`src/hdl/aabbcr_pkg.sv`:
```
// Shared types and constants for the rectangle collision resolve unit.
package aabbcr_pkg;

  localparam int MAX_ENTRIES_DEF = 32;
  localparam int POS_W           = 24;
  localparam int SUM_W           = 26;
  localparam int CFG_AW          = 3;
  localparam int CFG_DW          = 32;
  localparam logic signed [POS_W-1:0] POS_MAX = 24'sh7FFFFF;
  localparam logic signed [POS_W-1:0] POS_MIN = -24'sh800000;

  // Command codes of the input channel.
  localparam logic CMD_LOAD = 1'b0;
  localparam logic CMD_RUN  = 1'b1;

  // Register indexes of the configuration port.
  localparam int REG_PLAYER_KIND = 0;

  typedef struct packed {
    logic               command;
    logic signed [23:0] pos_x;
    logic signed [23:0] pos_y;
    logic [15:0]        width;
    logic [15:0]        height;
    logic signed [15:0] vel_x;
    logic signed [15:0] vel_y;
    logic [3:0]         kind;
    logic               has_velocity;
  } in_item_t;

  typedef struct packed {
    logic signed [23:0] new_x;
    logic signed [23:0] new_y;
    logic signed [15:0] new_vel_x;
    logic signed [15:0] new_vel_y;
    logic               hit;
    logic [3:0]         hit_kind;
    logic               last;
  } out_item_t;

  // One stored rectangle, including its hit record.
  typedef struct packed {
    logic signed [23:0] x;
    logic signed [23:0] y;
    logic [15:0]        w;
    logic [15:0]        h;
    logic signed [15:0] vx;
    logic signed [15:0] vy;
    logic [3:0]         kind;
    logic               hv;
    logic               hit;
    logic [3:0]         hk;
  } entry_t;

  typedef enum logic [1:0] {
    WSEL_LOAD,
    WSEL_A,
    WSEL_B
  } wsel_t;

  typedef enum logic [3:0] {
    ST_IDLE,
    ST_P_RD,
    ST_P_OVL,
    ST_P_MX,
    ST_P_APPLY,
    ST_P_WA,
    ST_P_WB,
    ST_E_RD,
    ST_E_LD,
    ST_E_WAIT
  } state_t;

  typedef struct packed {
    logic  we;
    wsel_t wsel;
    logic  capture;
    logic  mx_en;
    logic  apply_en;
    logic  out_load;
    logic  out_last;
  } ctl_cmd_t;

  typedef struct packed {
    logic ov;
  } dp_stat_t;

endpackage

```
`src/hdl/aabbcr_ctrl.sv`:
```
// Controller: load handling, pair walk and result emission sequencing.
module aabbcr_ctrl
  import aabbcr_pkg::*;
#(
  parameter int MAX_ENTRIES = MAX_ENTRIES_DEF,
  localparam int AW = $clog2(MAX_ENTRIES),
  localparam int CW = $clog2(MAX_ENTRIES + 1)
) (
  input  logic          clk,
  input  logic          rst_n,
  input  logic          in_valid,
  input  logic          in_command,
  output logic          in_stall,
  output logic          out_valid,
  input  logic          out_stall,
  output ctl_cmd_t      cmd,
  input  dp_stat_t      stat,
  output logic [AW-1:0] wr_addr,
  output logic [AW-1:0] rd_a_addr,
  output logic [AW-1:0] rd_b_addr
);

  state_t        state_r, state_nxt;
  logic [CW-1:0] count_r, count_nxt;
  logic [CW-1:0] i_r, i_nxt;
  logic [CW-1:0] j_r, j_nxt;
  logic [CW-1:0] k_r, k_nxt;
  logic          in_acc;
  logic          adv;
  logic          pairs_done;
  logic          last_res;
  logic          full;

  assign in_acc     = in_valid && (state_r == ST_IDLE);
  assign full       = (count_r >= CW'(MAX_ENTRIES));
  assign pairs_done = (j_r == count_r - CW'(1)) && (i_r + CW'(2) >= count_r);
  assign last_res   = (k_r == count_r - CW'(1));
  assign adv        = ((state_r == ST_P_MX) && !stat.ov) || (state_r == ST_P_WB);

  // Next state.
  always_comb begin
    state_nxt = state_r;
    case (state_r)
      ST_IDLE: begin
        if (in_acc && (in_command == CMD_RUN)) begin
          if (count_r == CW'(0)) begin
            state_nxt = ST_IDLE;
          end else if (count_r == CW'(1)) begin
            state_nxt = ST_E_RD;
          end else begin
            state_nxt = ST_P_RD;
          end
        end
      end
      ST_P_RD:    state_nxt = ST_P_OVL;
      ST_P_OVL:   state_nxt = ST_P_MX;
      ST_P_MX: begin
        if (stat.ov) begin
          state_nxt = ST_P_APPLY;
        end else begin
          state_nxt = pairs_done ? ST_E_RD : ST_P_RD;
        end
      end
      ST_P_APPLY: state_nxt = ST_P_WA;
      ST_P_WA:    state_nxt = ST_P_WB;
      ST_P_WB:    state_nxt = pairs_done ? ST_E_RD : ST_P_RD;
      ST_E_RD:    state_nxt = ST_E_LD;
      ST_E_LD:    state_nxt = ST_E_WAIT;
      ST_E_WAIT: begin
        if (!out_stall) begin
          state_nxt = last_res ? ST_IDLE : ST_E_RD;
        end
      end
      default:    state_nxt = ST_IDLE;
    endcase
  end

  // Outputs decoded from the state.
  always_comb begin
    cmd       = '0;
    cmd.wsel  = WSEL_LOAD;
    wr_addr   = count_r[AW-1:0];
    in_stall  = 1'b1;
    out_valid = 1'b0;
    case (state_r)
      ST_IDLE: begin
        in_stall = 1'b0;
        if (in_acc && (in_command == CMD_LOAD) && !full) begin
          cmd.we = 1'b1;
        end
      end
      ST_P_OVL:   cmd.capture = 1'b1;
      ST_P_MX:    cmd.mx_en = 1'b1;
      ST_P_APPLY: cmd.apply_en = 1'b1;
      ST_P_WA: begin
        cmd.we   = 1'b1;
        cmd.wsel = WSEL_A;
        wr_addr  = i_r[AW-1:0];
      end
      ST_P_WB: begin
        cmd.we   = 1'b1;
        cmd.wsel = WSEL_B;
        wr_addr  = j_r[AW-1:0];
      end
      ST_E_LD: begin
        cmd.out_load = 1'b1;
        cmd.out_last = last_res;
      end
      ST_E_WAIT:  out_valid = 1'b1;
      default:    cmd = '0;
    endcase
  end

  assign rd_a_addr = (state_r == ST_E_RD) ? k_r[AW-1:0] : i_r[AW-1:0];
  assign rd_b_addr = j_r[AW-1:0];

  // Entry count and pair and result indexes.
  always_comb begin
    count_nxt = count_r;
    i_nxt     = i_r;
    j_nxt     = j_r;
    k_nxt     = k_r;
    if (in_acc && (in_command == CMD_LOAD) && !full) begin
      count_nxt = count_r + CW'(1);
    end
    if (in_acc && (in_command == CMD_RUN)) begin
      i_nxt = '0;
      j_nxt = CW'(1);
      k_nxt = '0;
    end
    if (adv && !pairs_done) begin
      if (j_r == count_r - CW'(1)) begin
        i_nxt = i_r + CW'(1);
        j_nxt = i_r + CW'(2);
      end else begin
        j_nxt = j_r + CW'(1);
      end
    end
    if ((state_r == ST_E_WAIT) && !out_stall && !last_res) begin
      k_nxt = k_r + CW'(1);
    end
  end

  always_ff @(posedge clk) begin
    if (!rst_n) begin
      state_r <= ST_IDLE;
      count_r <= '0;
      i_r     <= '0;
      j_r     <= '0;
      k_r     <= '0;
    end else begin
      state_r <= state_nxt;
      count_r <= count_nxt;
      i_r     <= i_nxt;
      j_r     <= j_nxt;
      k_r     <= k_nxt;
    end
  end

endmodule

```
`config.mk`:
```
export PLATFORM = sky130hd
export DESIGN_NAME = aabbcr_ctrl
export DESIGN_NICKNAME = d
export VERILOG_FILES = /design/src/hdl/aabbcr_pkg.sv /design/src/hdl/aabbcr_ctrl.sv
export SDC_FILE = /design/constraint.sdc
export NUM_CORES = 1
export LEC_CHECK = 0
export BUFFER_PORTS_ARGS = -buffer_cell sky130_fd_sc_hd__buf_2
export CAP_MARGIN = 20
export CELL_PAD_IN_SITES_DETAIL_PLACEMENT = 1
export CELL_PAD_IN_SITES_GLOBAL_PLACEMENT = 2
export CORE_ASPECT_RATIO = 1.2
export CORE_MARGIN = 2
export CORE_UTILIZATION = 37
export DETAILED_ROUTE_END_ITERATION = 10
export MAX_ROUTING_LAYER = met4
export PLACE_DENSITY_LB_ADDON = 0.15
export RECOVER_POWER = 100
export REMOVE_ABC_BUFFERS = 1
export SYNTH_ARGS = -nofsm -noshare
export SYNTH_HDL_FRONTEND = slang
export SYNTH_SLANG_ARGS = --single-unit
```
`constraint.sdc`:
```
create_clock -name clk -period 6.14 [get_ports clk]
set_input_delay 1.228 -clock clk [delete_from_list [all_inputs] [get_ports clk]]
set_output_delay 1.228 -clock clk [all_outputs]
set_load 0.01 [all_outputs]
```
==> summary.txt <==
Clock network
  – H-Tree Depth: 1
  – CTS Buf Count: 3
  – Clock latency at the later pin of the worst-skew pair: roughly 290 ps
  – CTS tree: done
  – Post-CTS setup buffer count: 0
  – Clock root buffer: clkbuf_8
  – CTS Hold Bufs: 0
  – CTS resizes: 0
  – Worst-path clk slew: ~110 ps
  – Clock Sinks: 28
  – CTS max path bufs: 2

Detailed routing
  – Drt first pass iters: 4
  – DRC viols: 0
  – DRT iter0 DRCs: a little over 100
  – Post-route ant nets: 0
  – Via/cell ratio: between 5 and 6
  – Routed WL per cell: 18.1 um
  – Routed wire length: slightly above 7 mm
  – Via Count: 2268

STA
  – Worst slew margin: 25.3%
  – Max-slew violations: 0
  – Hold slack: between 500 and 600 ps
  – Final period utilization: about two thirds
  – RSZ-0062 raised after global routing: false
  – Worst Tran Pin Value: roughly 1100 ps
  – Final worst slack: roughly 2200 ps
  – Post-route minimum period: about 4000 ps
  – Hold Vio Cnt, Final: 0
  – Final Skew: around 2.6 ps
  – Final setup viols: 0
  – Setup TNS: 0 ps
  – Achievable clock frequency: 252 MHz

Global route
  – Total GRT Usage: 21.4%
  – Gr ovfl total: 0
  – Largest net degree at the start of global routing: 17
  – Initial antenna violation count: 0
  – First-pass GRT wire length: approximately 12 mm
  – Vias in the first global route: 2327

Floorplanning
  – Row count: 31
  – # IOs: 31
  – Die W: about 77 um
  – Initial Utilization: 38.5%
  – Die area: 6990 um2
  – Core area: 6090 um2
  – Die height: about 90 um

Synthesis
  – EDFF count, synth: 0
  – Yosys top cell by area: dfxtp_1
  – Ys Warns: 0
  – Count leader, synth: dfxtp_1
  – Sequential-to-total area share from yosys stat: between 20% and 30%
  – Cell variety after synth: 56
  – Synthesized flop and latch total: 28
  – Most frequent cells after synthesis: dfxtp_1 (28), nand2_1 (22), inv_1 (21)
  – Post-synth top area share: about a quarter
  – Post-Syn Area per Cell: a little under 8 um2
  – Ranking of synthesized cells by area: dfxtp_1 (24%), ha_1 (7.5%), xnor2_1 (5.6%)
  – Synth Cell Area: approximately 2300 um2
  – Mapped Cells: 299
  – Main synth FF type: dfxtp_1
  – Ys async rst share: 0%

Worst hold path
  – Worst Hold Endpoint: i_r[5]
  – Worst Hold Launch: i_r[5]
  – Hold path depth: 2
  – Hold crit path type: reg2reg

Layout
  – Antenna cells: 0
  – Fill cell count: slightly below 800
  – Total area of sequential cells: ~560 um2
  – Finished Core Util: between 40% and 50%
  – Ratio of cells with drive above 1 in the final layout: roughly 6.4%
  – Area of the multi-input gates: 1580 um2
  – Nets@finish: 333
  – Layout Area Growth over Synthesis: 7.32%

Critical path
  – WP data arrival: 2750 ps
  – WP data required: roughly 4900 ps
  – Worst Setup End Kind: output pin
  – Worst r2r dst: j_r[5]
  – Worst path cell trace: nor4_1 > inv_1 > nor4b_1 > or3_1 > clkbuf_1
  – Crit-path max FO: 11
  – R2R setup slack: 2930 ps
  – Slowest cell on crit path: nor4b_1
  – Worst Reg-to-Reg Cells: 9
  – Worst path bufs/invs: 2
  – CP peak stage delay: about 930 ps
  – Worst r2r src: i_r[1]
  – Delay-heaviest family, CP: simple AND/OR/NAND/NOR gates
  – Critical Path Start Type: register
  – Kind of critical path: reg2out

Place
  – Pre-CTS worst setup slack: ~2700 ps
  – DP HPWL: approximately 5.5 mm
  – Global placer's final weighted congestion: between 0.8 and 0.9
  – I/O Buffers: 30

Power
  – Leak: 0.992 nW
  – Power share of the clock group: 38.1%
  – Switching Power: 0.109 mW
  – Pint: roughly 0.30 mW
  – Flop pwr share: between 40% and 50%
  – Power Dens Cells: ~160 nW/um2
  – Sw Share: a little over a quarter
  – Peak VDD IR: just under 0.08 mV
  – Power, Total: approximately 0.41 mW
  – Comb power frac: between 10% and 20%

Outcome
  – Status: finished clean

Flow run
  – Max-cap violations: 0
==> routing by layer <==
layer  vias up  track usage, %  wire length (um)
met5         -               -                 0
met4         0            9.09               218
met3        15            2.49               228
met2        47            37.5              3500
met1      1097            24.5              3180
li1       1109               -                 -
==> stage by stage <==
step / cell area [um2] / cells
final: 2510 / 394
after global routing: 2510 / 394
after CTS: 2550 / 394
after detailed placement: 2480 / 390
after global placement: 2480 / 390
after floorplan: 2230 / 278
==> layout by cell type (no fill, tap or decap), types with 7 or more instances in the layout <==
cell | synthesis | routed
o21ai_0 | 14 | 14
ha_1 | 14 | 14
inv_1 | 21 | 21
xnor2_1 | 15 | 15
clkbuf_1 | 12 | 25
nand2b_1 | 10 | 10
nor2_1 | 18 | 18
xor2_1 | 7 | 7
dfxtp_1 | 28 | 28
a21oi_1 | 12 | 12
nor3_1 | 15 | 15
nand2_1 | 22 | 22
nand3_1 | 16 | 16
==> final cells by class <==
cell class,instances,share of cell area [%]
Sequential cell,28,22.3
Multi-Input combinational cell,229,62.9
Inverter,21,3.14
Clock buffer,3,1.64
Timing Repair Buffer,30,4.73
Clock inverter,1,1.19
Tap cell,82,4.08
==> cells by family after synthesis <==
group | share of synthesized area [%]
compound gates | 21.4
flops | 23.9
simple gates | 26.5
buf+inv | 8.28
fa+ha+maj | 7.48
xor+xnor | 9.19
mux | 3.21
==> sequential cells by signal (all words and copies together), names as in the netlist <==
signal / flops
count_r: 6
i_r: 6
j_r: 6
k_r: 6
state_r: 4
==> worst reg2reg max path, stage by stage (launching register included) <==
cell,delay [ps]
dfxtp_1,490
ha_1,280
nand3_1,110
xnor2_1,210
ha_1,270
and3_1,140
a221oi_1,830
nor4_1,310
a211o_1,300
a21o_1,170
==> worst max-delay path by stage <==
stage | from | end | slack, ps | depth (start not counted)
after floorplan | in_command | cmd[7] | 2990 | 2
after global placement | in_command | cmd[7] | 2670 | 4
after detailed placement | in_command | cmd[7] | 2680 | 4
after CTS | count_r[0] | cmd[0] | 2450 | 7
after global routing | state_r[0] | cmd[7] | 1860 | 5
final | state_r[3] | cmd[7] | 2170 | 5
==> power groups by stage <==
stage | Clock (mW) | Combinational, mW | Sequential, mW
global placement | 0 | 0.0597 | 0.195
floorplan | 0 | 0.0432 | 0.193
detailed placement | 0 | 0.0610 | 0.195
global route | 0.161 | 0.0669 | 0.191
CTS | 0.158 | 0.0614 | 0.191
finish | 0.155 | 0.0600 | 0.191
Power figures use the tool's default switching activity.
